### src/hw/rtl/spd_pkg.sv
// ----------------------------------------------------------------------------
// spd_pkg
// Shared types, command codes and filter coefficients for the product detector.
// ----------------------------------------------------------------------------
package spd_pkg;

  // APB address width: two 32-bit registers at byte offsets 0 and 4
  localparam int ADDR_W = 3;

  // accumulator width: three Q5.26 terms of up to 2^32 each plus the input
  localparam int ACC_W = 36;

  // pi/2 in Q2.30, for building the sine table
  localparam logic [63:0] PI_HALF_Q30 = 64'd1686629713;

  // multiplier operand selects
  localparam logic [2:0] OP_MIX  = 3'd0;
  localparam logic [2:0] OP_A1Z1 = 3'd1;
  localparam logic [2:0] OP_A2Z2 = 3'd2;
  localparam logic [2:0] OP_B1Z1 = 3'd3;
  localparam logic [2:0] OP_B2Z2 = 3'd4;
  localparam logic [2:0] OP_B0W  = 3'd5;
  localparam logic [2:0] OP_OUT  = 3'd6;

  // accumulator actions on the registered product
  localparam logic [2:0] ACT_NONE  = 3'd0;
  localparam logic [2:0] ACT_LOAD  = 3'd1;
  localparam logic [2:0] ACT_SUB   = 3'd2;
  localparam logic [2:0] ACT_SUB_W = 3'd3;
  localparam logic [2:0] ACT_ADD   = 3'd4;
  localparam logic [2:0] ACT_Y     = 3'd5;
  localparam logic [2:0] ACT_RES   = 3'd6;

  // coefficient slots within one set
  localparam int C_B0 = 0;
  localparam int C_B1 = 1;
  localparam int C_B2 = 2;
  localparam int C_A1 = 3;
  localparam int C_A2 = 4;

  // output scale factor (2 * 32767)
  localparam logic signed [24:0] OUT_SCALE = 25'sd65534;

  typedef logic signed [24:0] coef_t;

  // Q2.22 biquad coefficients, section s uses set s mod 2
  localparam coef_t COEF [2][5] = '{
    '{25'sd413270,  25'sd826539,  25'sd413270,  -25'sd3954428, 25'sd1398101},
    '{25'sd4194304, 25'sd8388608, 25'sd4194304, -25'sd1123860, 25'sd719629}
  };

  typedef struct packed {
    logic       load;      // capture input item, clear on restart
    logic       osc_step;  // read cosine, advance phase
    logic [2:0] op;        // multiplier operand select
    logic [2:0] act;       // accumulator action
    logic       deliver;   // move result into output register
  } cmd_t;

endpackage

### src/hw/rtl/spd_ctrl.sv
// ----------------------------------------------------------------------------
// spd_ctrl
// Sequencer: schedules the shared multiplier over mixer, biquads and output.
// ----------------------------------------------------------------------------
module spd_ctrl #(
  parameter int SECTIONS = 2,
  localparam int SW = (SECTIONS > 1) ? $clog2(SECTIONS) : 1
) (
  input  logic            clk,
  input  logic            rst,
  input  logic            in_valid,
  output logic            in_ready,
  input  logic            enabled,
  input  logic            out_free,
  output spd_pkg::cmd_t   cmd,
  output logic [SW-1:0]   sec,
  output logic [SW-1:0]   upd
);
  import spd_pkg::*;

  localparam logic [2:0] ST_IDLE    = 3'd0;
  localparam logic [2:0] ST_OSC     = 3'd1;
  localparam logic [2:0] ST_MIX     = 3'd2;
  localparam logic [2:0] ST_SEC     = 3'd3;
  localparam logic [2:0] ST_YEND    = 3'd4;
  localparam logic [2:0] ST_OUTM    = 3'd5;
  localparam logic [2:0] ST_OUTC    = 3'd6;
  localparam logic [2:0] ST_DELIVER = 3'd7;

  localparam logic [2:0] STEP_A1 = 3'd0;
  localparam logic [2:0] STEP_A2 = 3'd1;
  localparam logic [2:0] STEP_B1 = 3'd2;
  localparam logic [2:0] STEP_B2 = 3'd3;
  localparam logic [2:0] STEP_B0 = 3'd4;

  localparam logic [SW-1:0] SEC_LAST = SW'(SECTIONS - 1);

  logic [2:0]    state, state_next;
  logic [2:0]    step, step_next;
  logic [SW-1:0] sec_cnt, sec_next;

  assign in_ready = (state == ST_IDLE);
  assign sec      = sec_cnt;
  assign upd      = (state == ST_SEC) ? sec_cnt - SW'(1) : SEC_LAST;

  always_comb begin
    state_next = state;
    step_next  = step;
    sec_next   = sec_cnt;
    cmd        = '0;
    cmd.op     = OP_MIX;
    cmd.act    = ACT_NONE;
    case (state)
      ST_IDLE: begin
        if (in_valid) begin
          cmd.load   = 1'b1;
          state_next = enabled ? ST_OSC : ST_DELIVER;
        end
      end
      ST_OSC: begin
        cmd.osc_step = 1'b1;
        state_next   = ST_MIX;
      end
      ST_MIX: begin
        cmd.op     = OP_MIX;
        state_next = ST_SEC;
        step_next  = STEP_A1;
        sec_next   = '0;
      end
      ST_SEC: begin
        case (step)
          STEP_A1: begin
            // first section loads the mixer output, later ones finish y
            cmd.op    = OP_A1Z1;
            cmd.act   = (sec_cnt == '0) ? ACT_LOAD : ACT_Y;
            step_next = STEP_A2;
          end
          STEP_A2: begin
            cmd.op    = OP_A2Z2;
            cmd.act   = ACT_SUB;
            step_next = STEP_B1;
          end
          STEP_B1: begin
            cmd.op    = OP_B1Z1;
            cmd.act   = ACT_SUB_W;
            step_next = STEP_B2;
          end
          STEP_B2: begin
            cmd.op    = OP_B2Z2;
            cmd.act   = ACT_ADD;
            step_next = STEP_B0;
          end
          STEP_B0: begin
            cmd.op    = OP_B0W;
            cmd.act   = ACT_ADD;
            step_next = STEP_A1;
            if (sec_cnt == SEC_LAST) begin
              state_next = ST_YEND;
            end else begin
              sec_next = sec_cnt + SW'(1);
            end
          end
          default: step_next = STEP_A1;
        endcase
      end
      ST_YEND: begin
        cmd.act    = ACT_Y;
        state_next = ST_OUTM;
      end
      ST_OUTM: begin
        cmd.op     = OP_OUT;
        state_next = ST_OUTC;
      end
      ST_OUTC: begin
        cmd.act    = ACT_RES;
        state_next = ST_DELIVER;
      end
      ST_DELIVER: begin
        if (out_free) begin
          cmd.deliver = 1'b1;
          state_next  = ST_IDLE;
        end
      end
      default: state_next = ST_IDLE;
    endcase
  end

  always_ff @(posedge clk) begin
    if (rst) begin
      state   <= ST_IDLE;
      step    <= STEP_A1;
      sec_cnt <= '0;
    end else begin
      state   <= state_next;
      step    <= step_next;
      sec_cnt <= sec_next;
    end
  end

endmodule

### config.mk
export PLATFORM = sky130hd
export DESIGN_NAME = spd_ctrl
export DESIGN_NICKNAME = d
export VERILOG_FILES = /design/src/hw/rtl/spd_pkg.sv /design/src/hw/rtl/spd_ctrl.sv
export SDC_FILE = /design/constraint.sdc
export NUM_CORES = 1
export LEC_CHECK = 0
export ABC_AREA = 1
export BUFFER_PORTS_ARGS = -buffer_cell sky130_fd_sc_hd__buf_2
export CAP_MARGIN = 20
export CELL_PAD_IN_SITES_DETAIL_PLACEMENT = 2
export CELL_PAD_IN_SITES_GLOBAL_PLACEMENT = 2
export CORE_MARGIN = 4
export CORE_UTILIZATION = 26
export CTS_CLUSTER_DIAMETER = 30
export DETAILED_ROUTE_END_ITERATION = 6
export PLACE_DENSITY_LB_ADDON = 0.1
export SYNTH_ARGS = -nofsm -noshare
export SYNTH_HDL_FRONTEND = slang
export SYNTH_SLANG_ARGS = --single-unit
### constraint.sdc
create_clock -name clk -period 1.8 [get_ports clk]
set_input_delay 0.09 -clock clk [delete_from_list [all_inputs] [get_ports clk]]
set_output_delay 0.09 -clock clk [all_outputs]
set_load 0.005 [all_outputs]
# ---- Word level (Yosys, flattened, before mapping)
# Index checks and enable logic that the tools add are counted.
dict set report totals {
  register_bits 7
  wordCells 46
}
dict set report classes {
  n_addsub 2
  eq_ne 15
  mux 21
  n_reduce_logical 5
}
# op count
set ops {}
lappend ops {{one-hot mux 6 bit (5 select lines)} 1}
lappend ops {{one-hot mux 3 bit (8 select lines)} 1}
lappend ops {{2-to-1 mux 3 bit} 6}
lappend ops {{== test 3 bit, second input constant} 5}
lappend ops {{== test 3 x 2 -> 1 bit, second input constant} 4}
lappend ops {{one-hot mux 3 bit (2 select lines)} 2}
lappend ops {{one-hot mux 3 bit (4 select lines)} 1}
lappend ops {{one-hot mux 3 bit (3 select lines)} 1}
lappend ops {{2-to-1 mux 1 bit} 8}
lappend ops {{== test 3 x 1 -> 1 bit, second input constant} 2}
lappend ops {{zero test 3 bit} 2}
lappend ops {{inequality test 2 bit, second input constant} 3}
lappend ops {{AND reduction 4 bit} 1}
lappend ops {{inequality test 2 x 1 -> 1 bit, second input constant} 1}
lappend ops {{one-hot mux 1 bit (2 select lines)} 1}
lappend ops {{AND reduction 2 bit} 1}
lappend ops {{nonzero test 2 bit} 1}
lappend ops {{adder 1 bit, second input constant} 1}
lappend ops {{subtractor 1 bit, second input constant} 1}

# ---- Depth between registers and ports, before layout
dict set report depth {
  word_depth 4
  depth_mapped 10
  ltp_nobuf 10
}

# ---- Worst setup path before layout
# Ideal clock, no wire load.
dict set report synth_path {
  path_kind {flip-flop to flip-flop}
  start {register state[0]}
  end {register state[1]}
  setup_ns 0.109
  arrival_ns 1.165
  required_time_ns 1.691
  setup_slack_ns 0.526
  stages_incl_launch_ff 11
  period_less_slack_ns 1.274
  cell_sequence {dfxtp_1 inv_1 ha_1 nand2_1 nand2_1 nor2_1 nand2_1 nand2_1 nand3_1 nand2_1 inv_1}
}
dict set report synth_between {
  elab_chain_len 3
  elab_cells_between_ends 14
  classes_between {eq/ne (11); mux (1); reduce/logical (2)}
}
# element line_no
set synth_rtl {}
lappend synth_rtl {{from (decl)} spd_ctrl.sv:38} ;# logic [2:0] state, state_next;
lappend synth_rtl {{from (signal assigned)} spd_ctrl.sv:134} ;# state <= state_next;
lappend synth_rtl {{== test 3 x 2 -> 1 bit, or another cell as far along} spd_ctrl.sv:53} ;# case (state)
lappend synth_rtl {{inequality test 2 x 1 -> 1 bit (no line) / inequality test 2 bit (equally long branches)} n/a}
lappend synth_rtl {{AND reduction 4 bit (no line)} n/a}
# Several ways; a longest one is shown, not always the timed one.
# A chain may end at the register's enable or synchronous reset.

==> flow_metrics.env <==
export IMPL_drive_gt1_frac=0.2931
export IMPL_ctsResizeCount=0
export IMPL_grt_max_degree=11
export IMPL_track_usage=0.1203
export IMPL_htreeDepth=1
export IMPL_crit_path_top_delay_cell="dfxtp_1"
export IMPL_synthFlopType="dfxtp_1"
export IMPL_r2r_slack_ps=300
export IMPL_finalHoldViolCount=0
export IMPL_drt_total_wl_mm=1.801
export IMPL_ff2ff_path_depth=10
export IMPL_status="finished clean"
export IMPL_antenna_cells=0
export IMPL_ys_ff_latch=7
export IMPL_post_cts_setup_buffers=0
export IMPL_rows=17
export IMPL_initial_core_util=0.2791
export IMPL_vdd_drop_max_v=0.0005683
export IMPL_io_pins=17
export IMPL_rr_endpoint="state[1]"
export IMPL_clock_latency_ps=250
export IMPL_numCtsBuffers=3
export IMPL_cpLargestDelayFamily="simple AND/OR/NAND/NOR gates"
export IMPL_fmax_ghz=0.6150
export IMPL_syn_instance_count=97
export IMPL_worstSetupPathType="reg2out"
export IMPL_slew_headroom=0.7175
export IMPL_path_cells="ha_1, nand2_8, inv_4, nand4_1, nand2_1, buf_2"
export IMPL_yosysSeqAreaShare=0.2227
export IMPL_slew_violations=0
export IMPL_rsz0062_at_grt="no"
export IMPL_dr_pass1_iters=4
export IMPL_start_kind="register"
export IMPL_synth_edff_count=0
export IMPL_skew_ps=2.206
export IMPL_worstPathRequired_ps=1710
export IMPL_syn_cell_area_um2=629.4
export IMPL_crit_path_max_incr_delay_ps=360
export IMPL_first_global_vias=679
export IMPL_synth_avg_cell_area_um2=6.488
export IMPL_worstHoldPathType="in2reg"
export IMPL_min_period_ps=1626
export IMPL_async_flop_share=0
export IMPL_final_cell_mix="nand2_1, inv_1, buf_2"
export IMPL_cts_tree="built"
export IMPL_maxCapViolCount=0
export IMPL_p_leak_uw=0.0004435
export IMPL_gp_congestion=0.7156
export IMPL_dp_hpwl_mm=1.615
export IMPL_grt_overflow_total=0
export IMPL_grt_busiest_layer="met2"
export IMPL_critPathMaxFanout=7
export IMPL_cts_hold_buffers=0
export IMPL_grt_pass1_wl_mm=3.042
export IMPL_ys_types=22
export IMPL_nNetsFinal=126
export IMPL_worstPathArrival_ps=1540
export IMPL_timing_critical_path_buf_inv=2
export IMPL_timing_hold_ws_ps=83.45
export IMPL_port_buffers=16
export IMPL_cp_num_cells=6
export IMPL_fin_setup_tns_ps=0
export IMPL_crit_start="state[1]"
export IMPL_vias_per_cell=4.500
export IMPL_vias=648
export IMPL_clk_pin_slew_worst_paths_ps=50
export IMPL_met1_usage=0.1523
export IMPL_die_x_um=57.20
export IMPL_die_area_mm2=0.003272
export IMPL_cts_sinks=7
export IMPL_hold_start="rst"
export IMPL_fin_ws_ps=173.9
export IMPL_drtIter0Drc=7
export IMPL_rr_startpoint="state[0]"
export IMPL_drc=0
export IMPL_cellPowerDensity_mw_per_mm2=1460
export IMPL_coreArea_mm2=0.002255
export IMPL_clock_path_buffers=2
export IMPL_crit_end="cmd[5]"
export IMPL_synthToLayoutAreaGrowth_pct=20.68
export IMPL_worstMarginPinSlew_ps=423.1
export IMPL_cts_root_buf="clkbuf_4"
export IMPL_p_total_uw=1109
export IMPL_wl_per_cell_um=12.51
export IMPL_met2_usage=0.1925
export IMPL_fin_crit_sh=0.9034
export IMPL_cp_end_kind="output port"
export IMPL_antenna_found_initial=0
export IMPL_syn_nets=106
export IMPL_preCtsSetupSlack_ps=291.6
export IMPL_fp_dieH_um=57.20
export IMPL_met3_usage=0.01810
export IMPL_ys_warn_count=0
export IMPL_setup_violations_final=0
export IMPL_fin_util=0.3368
export IMPL_layout_commonest_cell="nand2_1"
export IMPL_antenna_left=0
## kinds of logic after synthesis
logic type	count (synthesis)	synth area share
flip-flops	7	0.2227
adder cells (fa/ha/maj)	4	0.07953
buffers and inverters	20	0.1392
AO/OA/AOI/OAI	11	0.1014
AND/OR/NAND/NOR	55	0.4573
## state kept, by name, summed over array words and instances, names as in the netlist
name	cells
sec	1
state	3
step	3
## final cells by class
class | count | area [um^2]
tap | 28 | 35.03
sequential | 7 | 140.1
multi-input combinational | 70 | 401.6
inverter | 19 | 76.32
clock buffer | 4 | 26.28
fill | 289 | 1495
timing repair buffer | 16 | 80.08
## Yosys cell counts (3+ instances only)
| library cell | number | area [um^2] |
|---|---|---|
| nor2_1 | 8 | 30.03 |
| a21oi_1 | 4 | 20.02 |
| dfxtp_1 | 7 | 140.1 |
| inv_1 | 16 | 60.06 |
| o21ai_0 | 3 | 15.01 |
| nand2_2 | 3 | 18.77 |
| ha_1 | 4 | 50.05 |
| nand3_1 | 7 | 35.03 |
| nand2_1 | 27 | 101.4 |
## metrics by stage
stage               cells  cell area, um^2
floorplan              97            629.4
global placement      140            733.2
detailed placement    140            733.2
CTS                   144            759.5
global route          144            759.5
finish                144            759.5
## report_power, final
group | leakage, uW | total, uW | internal, uW | switching, uW
logic | 0.000371 | 714 | 270 | 444
registers | 0.0000573 | 255 | 192 | 62.2
clock network | 0.0000150 | 140 | 84.4 | 55.7
total | 0.000443 | 1110 | 547 | 562
## worst register-to-register path: stages (launching register included)
cell and delay (ps):
dfxtp_1 350, inv_1 90, ha_1 260, nand2_1 140, nand2_1 80, nor2_1 130, nand2_1 100, nand2_1 60
nand3_1 70, nand2_1 80, inv_1 40
## routing by layer
layer,vias to the layer above,wire length (um)
li1,338,-
met1,293,881
met2,17,828
met5,-,0
met3,0,91
met4,0,0
## how the worst min path moves through the flow
stage / to / slack (ps) / depth (start not counted)
after global routing: step[2] / 80 / 2
final: step[2] / 80 / 2
after global placement: step[1] / 350 / 2
after CTS: step[2] / 80 / 2
after detailed placement: step[2] / 350 / 2
after floorplan: step[0] / 160 / 1
No activity file was read; power rests on OpenSTA's default activity.
