===== src/hw/rtl/spd_pkg.sv =====
// ----------------------------------------------------------------------------
// spd_pkg
// Shared types, command codes and filter coefficients for the product detector.
// ----------------------------------------------------------------------------
package spd_pkg;

  // APB address width: two 32-bit registers at byte offsets 0 and 4
  localparam int ADDR_W = 3;

  // accumulator width: three Q5.26 terms of up to 2^32 each plus the input
  localparam int ACC_W = 36;

  // pi/2 in Q2.30, for building the sine table
  localparam logic [63:0] PI_HALF_Q30 = 64'd1686629713;

  // multiplier operand selects
  localparam logic [2:0] OP_MIX  = 3'd0;
  localparam logic [2:0] OP_A1Z1 = 3'd1;
  localparam logic [2:0] OP_A2Z2 = 3'd2;
  localparam logic [2:0] OP_B1Z1 = 3'd3;
  localparam logic [2:0] OP_B2Z2 = 3'd4;
  localparam logic [2:0] OP_B0W  = 3'd5;
  localparam logic [2:0] OP_OUT  = 3'd6;

  // accumulator actions on the registered product
  localparam logic [2:0] ACT_NONE  = 3'd0;
  localparam logic [2:0] ACT_LOAD  = 3'd1;
  localparam logic [2:0] ACT_SUB   = 3'd2;
  localparam logic [2:0] ACT_SUB_W = 3'd3;
  localparam logic [2:0] ACT_ADD   = 3'd4;
  localparam logic [2:0] ACT_Y     = 3'd5;
  localparam logic [2:0] ACT_RES   = 3'd6;

  // coefficient slots within one set
  localparam int C_B0 = 0;
  localparam int C_B1 = 1;
  localparam int C_B2 = 2;
  localparam int C_A1 = 3;
  localparam int C_A2 = 4;

  // output scale factor (2 * 32767)
  localparam logic signed [24:0] OUT_SCALE = 25'sd65534;

  typedef logic signed [24:0] coef_t;

  // Q2.22 biquad coefficients, section s uses set s mod 2
  localparam coef_t COEF [2][5] = '{
    '{25'sd413270,  25'sd826539,  25'sd413270,  -25'sd3954428, 25'sd1398101},
    '{25'sd4194304, 25'sd8388608, 25'sd4194304, -25'sd1123860, 25'sd719629}
  };

  typedef struct packed {
    logic       load;      // capture input item, clear on restart
    logic       osc_step;  // read cosine, advance phase
    logic [2:0] op;        // multiplier operand select
    logic [2:0] act;       // accumulator action
    logic       deliver;   // move result into output register
  } cmd_t;

endpackage


===== src/hw/rtl/spd_cfg_regs.sv =====
// ----------------------------------------------------------------------------
// spd_cfg_regs
// APB register file: enable bit and oscillator frequency, plus phase increment.
// ----------------------------------------------------------------------------
module spd_cfg_regs (
  input  logic                       clk,
  input  logic                       rst,
  input  logic                       psel,
  input  logic                       penable,
  input  logic                       pwrite,
  input  logic [spd_pkg::ADDR_W-1:0] paddr,
  input  logic [31:0]                pwdata,
  output logic [31:0]                prdata,
  output logic                       enabled,
  output logic [31:0]                phase_inc
);
  import spd_pkg::*;

  localparam logic       REG_ENABLED = 1'b0;
  localparam logic       REG_BFO_HZ  = 1'b1;
  localparam logic [11:0] BFO_MIN    = 12'd100;
  localparam logic [11:0] BFO_MAX    = 12'd4000;
  localparam logic [11:0] BFO_RESET  = 12'd1500;

  // increment = floor(hz * 2^28 / 1000) = hz*268435 + floor(hz*57/125);
  // the fraction uses an exact reciprocal multiply for hz below 4096
  function automatic logic [31:0] inc_of(input logic [11:0] hz);
    logic [31:0] whole;
    logic [35:0] frac;
    whole = 32'(hz) * 32'd268435;
    frac  = 36'(hz) * 36'd7650426;
    return whole + 32'(frac >> 24);
  endfunction

  logic [11:0] bfo_hz;
  logic [11:0] bfo_next;
  logic        reg_idx;
  logic        wr;

  assign reg_idx = paddr[2];
  assign wr      = psel & penable & pwrite;

  always_comb begin
    if (pwdata[11:0] < BFO_MIN) begin
      bfo_next = BFO_MIN;
    end else if (pwdata[11:0] > BFO_MAX) begin
      bfo_next = BFO_MAX;
    end else begin
      bfo_next = pwdata[11:0];
    end
  end

  always_ff @(posedge clk) begin
    if (rst) begin
      enabled   <= 1'b0;
      bfo_hz    <= BFO_RESET;
      phase_inc <= inc_of(BFO_RESET);
    end else begin
      phase_inc <= inc_of(bfo_hz);
      if (wr) begin
        case (reg_idx)
          REG_ENABLED: enabled <= pwdata[0];
          REG_BFO_HZ:  bfo_hz  <= bfo_next;
          default: ;
        endcase
      end
    end
  end

  always_comb begin
    case (reg_idx)
      REG_ENABLED: prdata = {31'd0, enabled};
      REG_BFO_HZ:  prdata = {20'd0, bfo_hz};
      default:     prdata = 32'd0;
    endcase
  end

endmodule


===== config.mk =====
export PLATFORM = sky130hd
export DESIGN_NAME = spd_cfg_regs
export DESIGN_NICKNAME = d
export VERILOG_FILES = /design/src/hw/rtl/spd_pkg.sv /design/src/hw/rtl/spd_cfg_regs.sv
export SDC_FILE = /design/constraint.sdc
export NUM_CORES = 1
export LEC_CHECK = 0
export ABC_AREA = 1
export ABC_CLOCK_PERIOD_IN_PS = 9950
export BUFFER_PORTS_ARGS = -buffer_cell sky130_fd_sc_hd__buf_2
export CAP_MARGIN = 25
export CORE_MARGIN = 5
export CORE_UTILIZATION = 57
export DETAILED_ROUTE_END_ITERATION = 8
export GPL_TIMING_DRIVEN = 0
export PLACE_DENSITY = 0.78
export SLEW_MARGIN = 20
export SYNTH_ARGS = -nofsm -noshare
export SYNTH_HDL_FRONTEND = slang
export SYNTH_SLANG_ARGS = --single-unit

===== constraint.sdc =====
create_clock -name clk -period 9.95 [get_ports clk]
set_input_delay 0.995 -clock clk [delete_from_list [all_inputs] [get_ports clk]]
set_output_delay 0.995 -clock clk [all_outputs]
set_load 0.1 [all_outputs]

# --- Word level (Yosys, flattened, before mapping) ---
# Index checks and enable logic that the tools add are counted.
op_classes:
  add_sub_neg: 1
  multipliers: 2
  n_lt_le_gt_ge: 2
  muxes: 3
  bitwise_logic: 3
  n_reduce_logical: 2
op_table:
  columns: ["operator", "n"]
  rows:
  - ["one-hot mux 32 bit (2 select lines)", 1]
  - ["multiplier 12 x 22 -> 34 bit (second input constant)", 1]
  - ["adder 31 x 11 -> 32 bit", 1]
  - ["multiplier 12 x 19 -> 31 bit (second input constant)", 1]
  - ["2-to-1 mux 12 bit", 2]
  - ["> comparator 12 bit (second input constant)", 1]
  - ["< comparator 12 x 7 -> 1 bit (second input constant)", 1]
  - ["AND reduction 2 bit", 2]
  - ["AND 1 bit", 2]
  - ["NOT 1 bit", 1]
word_totals:
  register_bits: 45
  inputBits: 40
  out_inout_bits: 65
  elab_cells: 16

# --- Longest topological paths before layout ---
# Gate-level depths: netlist (run 1).
logic_depth:
  ltp_word: 3
  mapped_depth: 41
  mapped_depth_nobuf: 41

# --- Worst setup path before layout (run 1) ---
# OpenSTA, ideal clock, no wires.
synth_timing:
  path_kind: "reg-to-reg"
  start: "reg bfo_hz[10]"
  end: "reg phase_inc[18]"
  setup_ps: 113
  arrival_time_ps: 7339
  required_time_ps: 9837
  slack_ps: 2498
  path_stages_with_launch: 35
  path_cell_list: "dfxtp_1 -> fa_1 -> inv_1 -> fa_1 -> fa_1 -> inv_1 -> fa_1 -> inv_1 -> fa_1 -> inv_1 -> ha_1 -> nand2_1 -> nor2_1 -> inv_1 -> o21bai_1 -> a21oi_1 -> nand3_1 -> nand2_1 -> ha_1 -> inv_1 -> fa_1 -> inv_1 -> fa_1 -> inv_1 -> fa_1 -> inv_1 -> ha_1 -> nand2_2 -> inv_1 -> a21oi_1 -> nand2_1 -> a21oi_1 -> nand2_1 -> nand2_1 -> nor2_1"
synth_between:
  elab_chain_cells: 2
  elab_cells_between_ends: 3
  cone_classes: "1 x add/sub; 2 x mul"
synth_lines:
  columns: ["element", "line_no", "source"]
  rows:
  - ["from (decl)", "spd_cfg_regs.sv:35", "logic [11:0] bfo_hz;"]
  - ["from (signal assigned)", "spd_cfg_regs.sv:63", "REG_BFO_HZ: bfo_hz <= bfo_next;"]
  - ["multiplier 12 x 22 -> 34 bit / multiplier 12 x 19 -> 31 bit (equally long branches)", "spd_cfg_regs.sv:31, spd_cfg_regs.sv:30", null]
  - ["adder 31 x 11 -> 32 bit (*)", "spd_cfg_regs.sv:32", "return whole + 32'(frac >> 24);"]
  - ["to (signal assigned)", "spd_cfg_regs.sv:57", "phase_inc <= inc_of(BFO_RESET);"]
  - ["to (signal assigned)", "spd_cfg_regs.sv:59", "phase_inc <= inc_of(bfo_hz);"]
  - ["to (decl)", "spd_cfg_regs.sv:15", "output logic [31:0] phase_inc"]
# Mark *: on every way between the ends. The rest lies on a longest branch, timed or not.
# A chain may end at the register's enable or synchronous reset.

# --- Worst setup path after layout (run 1) ---
layout_timing:
  start: "reg bfo_hz[10]"
  end: "reg phase_inc[29]"
# Same word-level chain as after synthesis.

==> results of run 1 <==
==> metrics by stage <==
stage | utilization | std cells | instance area (um2) | hold slack, ns
global route | 0.6207 | 1724 | 11040 | 0.6150
finish | 0.6207 | 1724 | 11040 | 0.5932
detailed placement | 0.6120 | 1716 | 10880 | 0.5635
global placement | 0.6120 | 1716 | 10880 | 0.5466
floorplan | - | 1427 | 10290 | 0.5884
CTS | 0.6207 | 1724 | 11040 | 0.5788
==> per-layer routing <==
metal,routed length (um),GRT usage,up-vias
met3,1185,0.02329,56
met4,1064,0.1021,0
met2,13300,0.4650,247
met5,0,0,-
met1,10790,0.3338,4020
li1,-,-,4388
==> cell usage after synthesis (5+ instances only) <==
library cell  instances  share of area
o21bai_1              8         0.0059
inv_1               388           0.14
nand3_1              46          0.023
buf_4                22          0.016
o21ai_0              28          0.014
ha_1                188           0.23
inv_2                 5         0.0018
a21oi_1              71          0.035
nor3_1                9         0.0044
dfxtp_1              44          0.086
nor2_1              104          0.038
nand2_1             307           0.11
nand4_1               9         0.0055
fa_1                127           0.25
o21a_1                6         0.0044
==> cells by family (layout without fill, tap and decap cells) <==
group,count (synthesis),in the layout
simple gates,493,493
compound gates,130,130
flops,44,44
other cells,1,21
fa+ha+maj,315,315
xor+xnor,3,3
buf+inv,421,489
==> tightest hold or removal path: cells and delay by family (launching register included) <==
kind	cells	cell delay (ns)
AND/OR/NAND/NOR	1	0.09
flip-flops	1	0.36
AO/OA/AOI/OAI	1	0.11
==> cell type report <==
class	instances	area, um2
Clock inverter	2	15.01
Sequential cell	44	880.8
Fill cell	1645	6744
Multi-Input combinational cell	962	7749
Tap cell	229	286.5
Buffer	27	186.4
Inverter	394	1479
Timing Repair Buffer	60	300.3
Clock buffer	6	138.9
==> worst min-delay path by stage <==
| stage | start | to | slack, ns |
|---|---|---|---|
| after floorplan | bfo_hz[11]$_SDFFE_PP0P_ | bfo_hz[11]$_SDFFE_PP0P_ | 0.59 |
| after CTS | enabled$_SDFFE_PP0P_ | enabled$_SDFFE_PP0P_ | 0.58 |
| after global placement | enabled$_SDFFE_PP0P_ | enabled$_SDFFE_PP0P_ | 0.55 |
| after global routing | enabled$_SDFFE_PP0P_ | enabled$_SDFFE_PP0P_ | 0.61 |
| final | enabled$_SDFFE_PP0P_ | enabled$_SDFFE_PP0P_ | 0.59 |
| after detailed placement | enabled$_SDFFE_PP0P_ | enabled$_SDFFE_PP0P_ | 0.56 |
==> registers in the layout (all words and copies together), names as in the netlist <==
register,count
phase_inc,31
bfo_hz,12
enabled,1
==> flow_summary.toml, run 1 <==
[outcome]
status = "finished, final reports clean"

[setup_path]
cp_num_cells = 35
crit_end = "phase_inc[29]$_SDFF_PP0_"
endpoint_kind = "flop"
cpPeakStageDelay_ns = 0.79
crit_slowest_cell = "dfxtp_1"
critPathKind = "flop to flop"
crit_family = "adder cells"
path_buf_inv = 7
reg2reg_depth = 35
reg2reg_slack_ns = 1.45
worstPathMaxFanout = 13
required_ns = 10.14
r2r_start = "bfo_hz[10]$_SDFFE_PP1P_"
r2r-end = "phase_inc[29]$_SDFF_PP0_"
cp.arrival_ns = 8.69
startpoint = "bfo_hz[10]$_SDFFE_PP1P_"
worstSetupStartpointType = "flop"
cpMostUsedCell = "nand2_1"

[route]
firstDrtPassIters = 5
drc = 0
drt_iter0_drc = 403
ant_nets = 0
vias = 8711
drt_wl_total_um = 26340
avgViaCountPerCell = 5.053
avgRoutedWirePerCell_um = 15.28

[logic_synthesis]
synth_top_flop_cell = "dfxtp_1"
async_flop_share = 0
synth-seq-cells = 44
syn_inst = 1407
synth_top_family_by_area = "adder cells"
synth_cell_types = 38
synthMuxAreaShare = 0
synth_area_per_cell_um2 = 7.264
synth_area_mm2 = 0.01022
synth-simple-area-share = 0.1971
synth_fa_ha_area_frac = 0.4789
ys_warn_count = 0
synth_xor_area_frac = 0.002571
synth_edf_count = 0
synth_compound_area_frac = 0.07187
seq_area_frac_synth = 0.08619

[clock_network]
cts.sinks = 44
cts_tree = "done"
insertion_delay_ns = 0.29
ctsHoldBuffers = 0
htreeDepth = 2
clk_path_buf_depth = 2
post_cts_buffers = 0
path_clk_slew_ns = 0.07
cts_made_buffers = 5
cts-root-buf = "clkbuf_16"
cts_resized = 0

[timing]
fin_ws_ns = 1.453
drv_slew = 0
finClkSkew_ns = 0.007277
fin_tns_setup_ns = 0
layout_min_cycle_time_ns = 8.497
fmax_ghz = 0.1177
fin_crit_sh = 0.8540
worst_slew_pin_slew_ns = 0.8994
slew_headroom = 0.3996
hold_viol = 0
rsz0062_at_grt = "false"
finalSetupViolations = 0

[die]
start_util = 0.5748
io_pins = 105
die_y_um = 143.9
die_area_mm2 = 0.02071
die_w_um = 143.9
fp-row-count = 49
core_area_mm2 = 0.01778

[min_path]
min_path_type = "flop to flop"
hold_depth = 2

[global_route]
grt_overflow = 0
grt_pass1_vias = 8522
grt_usage = 0.2635
grt_max_degree = 15
grt_pass1_wl_um = 42460
antenna_found_initial = 0

[final_layout]
nets = 1849
mostFrequentLayoutCell = "inv_1"
syn_to_final_growth_pct = 7.983
diodes = 0
drive_gt1_frac = 0.07826
final_cell_mix = "inv_1, nand2_1, ha_1, fa_1, nor2_1"

[placed_design]
finalWeightedCongestion = 0.9695
dp_hpwl_um = 23060
port_buffers = 60
pre_cts_ws_ns = 1.517

[flow_run]
cap_viol_max_count = 0
Power of run 1 is not shown: default switching activity piles up to over one toggle a cycle in this logic, so the estimate is an artifact.
==> run 2: changes to the inputs <==
Settings changed: CORE_UTILIZATION 57 to 60, PLACE_DENSITY 0.78 to 0.81.
==> run 2 against run 1 <==
  * Worst hold slack lost 0.0014 ns
  * Maximum frequency down 1.5%
  * Setup slack worse by 0.13 ns
  * Non-clock buffer count is the same
  * Die area fell by 4.7%
  * Critical path depth is the same
  * Cell count shrank 0.58%
  * Highest routed layer unchanged
  * Clock skew fell by 0.0014 ns
  * Sequential share of layout area barely moved
  * Largest cell class unchanged
  * Design area is 0.18% higher
  * Critical endpoint is now phase_inc[28]$_SDFF_PP1_
  * Clock-buffer cell count fell by 1
  * First-iteration DRC count is 41% higher
==> flow_summary.toml, run 2 (synthesis gave the netlist of run 1 again) <==
[setup_path]
crit_slowest_cell = "dfxtp_1"
reg2reg_depth = 35
worstSetupStartpointType = "flop"
critPathKind = "flop to flop"
r2r-end = "phase_inc[28]$_SDFF_PP1_"
r2r_start = "bfo_hz[11]$_SDFFE_PP0P_"
startpoint = "bfo_hz[11]$_SDFFE_PP0P_"
cpMostUsedCell = "nand2_1"
cpPeakStageDelay_ns = 0.82
cp.arrival_ns = 8.81
required_ns = 10.13
worstPathMaxFanout = 11
endpoint_kind = "flop"
reg2reg_slack_ns = 1.32

[clock_network]
htreeDepth = 2
post_cts_buffers = 0
insertion_delay_ns = 0.30
cts_made_buffers = 5
ctsHoldBuffers = 0
cts_resized = 0
path_clk_slew_ns = 0.06
clk_path_buf_depth = 2
cts.sinks = 44
cts_tree = "done"
cts-root-buf = "clkbuf_16"

[placed_design]
finalWeightedCongestion = 1.016
port_buffers = 60
place_area_mm2 = 0.01087
dp_hpwl_um = 23490
pre_cts_ws_ns = 1.399

[final_layout]
nets = 1849
final_cell_mix = "inv_1, nand2_1, ha_1, fa_1, nor2_1"
syn_to_final_growth_pct = 8.178
reg_top3 = "phase_inc: 31 flops, bfo_hz: 12 flops, enabled: 1 flops"
regArea_um2 = 880.8
drive_gt1_frac = 0.07764
largest_reg_flops = 31
n_fill_cell = 1479
regMostFlops = "phase_inc"
final_area_mm2 = 0.01106
diodes = 0
mostFrequentLayoutCell = "inv_1"
multi_input_area_mm2 = 0.007749

[timing]
finalSetupViolations = 0
layout_min_cycle_time_ns = 8.629
drv_slew = 0
slew_headroom = 0.4098
fin_ws_ns = 1.321
rsz0062_at_grt = "false"
fin_crit_sh = 0.8672
worst_slew_pin_slew_ns = 0.8841
hold_viol = 0
finClkSkew_ns = 0.005892
fin_tns_setup_ns = 0
fmax_ghz = 0.1159

[min_path]
hold_path_end = "enabled$_SDFFE_PP0P_"
min_path_type = "flop to flop"
hold_depth = 2
min_from = "enabled$_SDFFE_PP0P_"

[route]
drc = 0
firstDrtPassIters = 5
ant_nets = 0
drt_iter0_drc = 568
avgRoutedWirePerCell_um = 15.82
avgViaCountPerCell = 5.215
drt_wl_total_um = 27110
vias = 8939

[die]
io_pins = 105
start_util = 0.6141
fp-row-count = 47
die_area_mm2 = 0.01974
core_area_mm2 = 0.01664
die_y_um = 140.5
die_w_um = 140.5

[global_route]
grt_max_degree = 14
antenna_found_initial = 0
grt_overflow = 0
grt_pass1_wl_um = 43700
grt_pass1_vias = 8625
grt_usage = 0.2804

[outcome]
status = "finished, final reports clean"

[flow_run]
cap_viol_max_count = 0
[run 2: changes by cell type in the layout (fill, tap and decap cells not counted)]
cell        previous run  this run
clkinvlp_4             2         0
clkbuf_8               1         0
bufinv_16              0         2
[run 2: critical path: cells and delay by family (launching register included)]
kind                     cells  cell delay, ns
AO/OA/AOI/OAI                2            0.44
adder cells (fa/ha/maj)     11            5.28
buffers and inverters        8            0.59
AND/OR/NAND/NOR             14            1.36
flip-flops                   1            0.82
[run 2: layout make-up]
class	count	area share
multi-input combinational	962	0.7009
inverter	394	0.1338
sequential	44	0.07967
timing repair buffer	60	0.02716
tap	220	0.02490
buffer	27	0.01686
clock buffer	5	0.01132
clock inverter	2	0.005432
[run 2: routing by layer]
layer	vias to the layer above	GRT usage	wire, um
met4	0	0.08057	804
met1	4131	0.3813	11600
li1	4386	-	-
met5	-	0	0
met2	364	0.4549	12340
met3	58	0.05658	2364
[run 2: worst max-delay path by stage]
stage                                to  cells after the start  slack (ns)
6_report       phase_inc[28]$_SDFF_PP1_                     35        1.32
5_1_grt        phase_inc[28]$_SDFF_PP1_                     34        0.83
4_1_cts        phase_inc[28]$_SDFF_PP1_                     35        1.35
3_5_place_dp   phase_inc[28]$_SDFF_PP1_                     35        1.40
3_3_place_gp   phase_inc[28]$_SDFF_PP1_                     34        1.43
2_1_floorplan  phase_inc[18]$_SDFF_PP0_                     34        2.50
[run 2: through the flow]
step	std cells	util	hold slack, ns
final	1714	0.6643	0.5918
after global routing	1714	0.6643	0.6621
after CTS	1714	0.6643	0.5962
after detailed placement	1707	0.6532	0.5807
after global placement	1707	0.6532	0.5326
after floorplan	1427	-	0.5884
Power of run 2 is left out for the same reason.
==> run 3: changes to the inputs <==
Settings changed: CORE_UTILIZATION 60 to 25, PLACE_DENSITY 0.81 to 0.45, SLEW_MARGIN 20 to unset.
==> run 3 against run 2 <==
  * Clock skew is 0.0037 ns higher
  * Setup slack worse by 0.054 ns
  * Non-clock buffer count stayed put
  * Register-to-register slack worse by 0.05 ns
  * Flip-flop and latch count stayed put
  * Global-route usage is 15 points lower
  * First-iteration DRC count is 15% lower
  * Design area is 3.2% higher
  * Highest routed layer unchanged
  * Die area is 130% higher
==> flow_summary.toml, run 3 (synthesis gave the netlist of run 1 again) <==
[outcome]
status = "finished, final reports clean"

[min_path]
min_from = "enabled$_SDFFE_PP0P_"
hold_path_end = "enabled$_SDFFE_PP0P_"
hold_depth = 2
min_path_type = "flop to flop"

[global_route]
antenna_found_initial = 0
grt_overflow = 0
grt_usage = 0.1337
grt_pass1_wl_um = 46810
grt_max_degree = 14
grt_pass1_vias = 8277

[timing]
rsz0062_at_grt = "false"
layout_min_cycle_time_ns = 8.683
drv_slew = 0
fin_ws_ns = 1.267
fin_tns_setup_ns = 0
worst_slew_pin_slew_ns = 0.9715
finClkSkew_ns = 0.009579
slew_headroom = 0.3514
finalSetupViolations = 0
fin_crit_sh = 0.8726
hold_viol = 0
fmax_ghz = 0.1152

[final_layout]
regMostFlops = "phase_inc"
n_fill_cell = 4472
mostFrequentLayoutCell = "inv_1"
syn_to_final_growth_pct = 11.65
multi_input_area_mm2 = 0.007749
regArea_um2 = 880.8
drive_gt1_frac = 0.07759
diodes = 0
reg_top3 = "phase_inc: 31 flops, bfo_hz: 12 flops, enabled: 1 flops"
final_cell_mix = "inv_1, nand2_1, ha_1, fa_1, nor2_1"
nets = 1849
final_area_mm2 = 0.01141
largest_reg_flops = 31

[clock_network]
cts.sinks = 44
clk_path_buf_depth = 2
cts_tree = "done"
ctsHoldBuffers = 0
cts_made_buffers = 5
cts-root-buf = "clkbuf_16"
insertion_delay_ns = 0.30
path_clk_slew_ns = 0.07
cts_resized = 0
post_cts_buffers = 0
htreeDepth = 2

[die]
core_area_mm2 = 0.04065
io_pins = 105
die_area_mm2 = 0.04502
fp-row-count = 74
start_util = 0.2514
die_y_um = 212.2
die_w_um = 212.2

[setup_path]
cp.arrival_ns = 8.88
endpoint_kind = "flop"
crit_slowest_cell = "dfxtp_1"
r2r_start = "bfo_hz[10]$_SDFFE_PP1P_"
reg2reg_depth = 33
r2r-end = "phase_inc[26]$_SDFF_PP0_"
worstSetupStartpointType = "flop"
startpoint = "bfo_hz[10]$_SDFFE_PP1P_"
critPathKind = "flop to flop"
required_ns = 10.15
cpPeakStageDelay_ns = 0.84
crit_family = "adder cells"
worstPathMaxFanout = 13
path_buf_inv = 7
reg2reg_slack_ns = 1.27

[route]
firstDrtPassIters = 5
ant_nets = 0
drt_iter0_drc = 482
avgRoutedWirePerCell_um = 14.71
vias = 8513
drt_wl_total_um = 29810
drc = 0
avgViaCountPerCell = 4.200

[placed_design]
place_area_mm2 = 0.01126
pre_cts_ws_ns = 1.202
finalWeightedCongestion = 0.9370
port_buffers = 60
dp_hpwl_um = 26280

[flow_run]
cap_viol_max_count = 0
-- run 3: cell types whose count changed in the layout (fill, tap and decap cells not counted), sizes merged --
cell,previous run,this run
clkbuf,7,9
clkinvlp,0,1
bufinv,2,0
-- run 3: through the flow --
| step | hold slack (ns) | util | cells |
|---|---|---|---|
| finish | 0.5658 | 0.2807 | 2027 |
| global route | 0.6195 | 0.2807 | 2027 |
| CTS | 0.5651 | 0.2807 | 2027 |
| detailed placement | 0.5515 | 0.2770 | 2019 |
| global placement | 0.5247 | 0.2770 | 2019 |
| floorplan | 0.5884 | - | 1427 |
-- run 3: worst max-delay path by stage --
| stage | end | slack [ns] | depth (start not counted) |
|---|---|---|---|
| 2_1_floorplan | phase_inc[18]$_SDFF_PP0_ | 2.50 | 34 |
| 3_3_place_gp | phase_inc[26]$_SDFF_PP0_ | 1.22 | 33 |
| 3_5_place_dp | phase_inc[21]$_SDFF_PP0_ | 1.20 | 33 |
| 4_1_cts | phase_inc[26]$_SDFF_PP0_ | 1.18 | 33 |
| 5_1_grt | phase_inc[26]$_SDFF_PP0_ | 0.68 | 33 |
| 6_report | phase_inc[26]$_SDFF_PP0_ | 1.27 | 33 |
-- run 3: per-layer routing --
metal  up-vias  routed length, um  track usage
met5         -                  0            0
met4         0                433      0.02577
met3        24                919      0.01077
met2       144              14590       0.2320
met1      3960              13870       0.1839
li1       4385                  -            -
-- run 3: area by class of cell --
type	instances	share of cell area
inverters	394	0.1296
plain buffers	27	0.01634
clock inverters	1	0.0006579
repair buffers	60	0.02632
flip-flops and latches	44	0.07719
multi-input cells	962	0.6791
clock buffers	7	0.01250
well taps	532	0.05833
-- run 3: tightest hold or removal path: stages (launching register included) --
cell and delay [ns]:
dfxtp_1 0.36, o21ai_0 0.10, nor2_1 0.08
Power of run 3 is left out for the same reason.
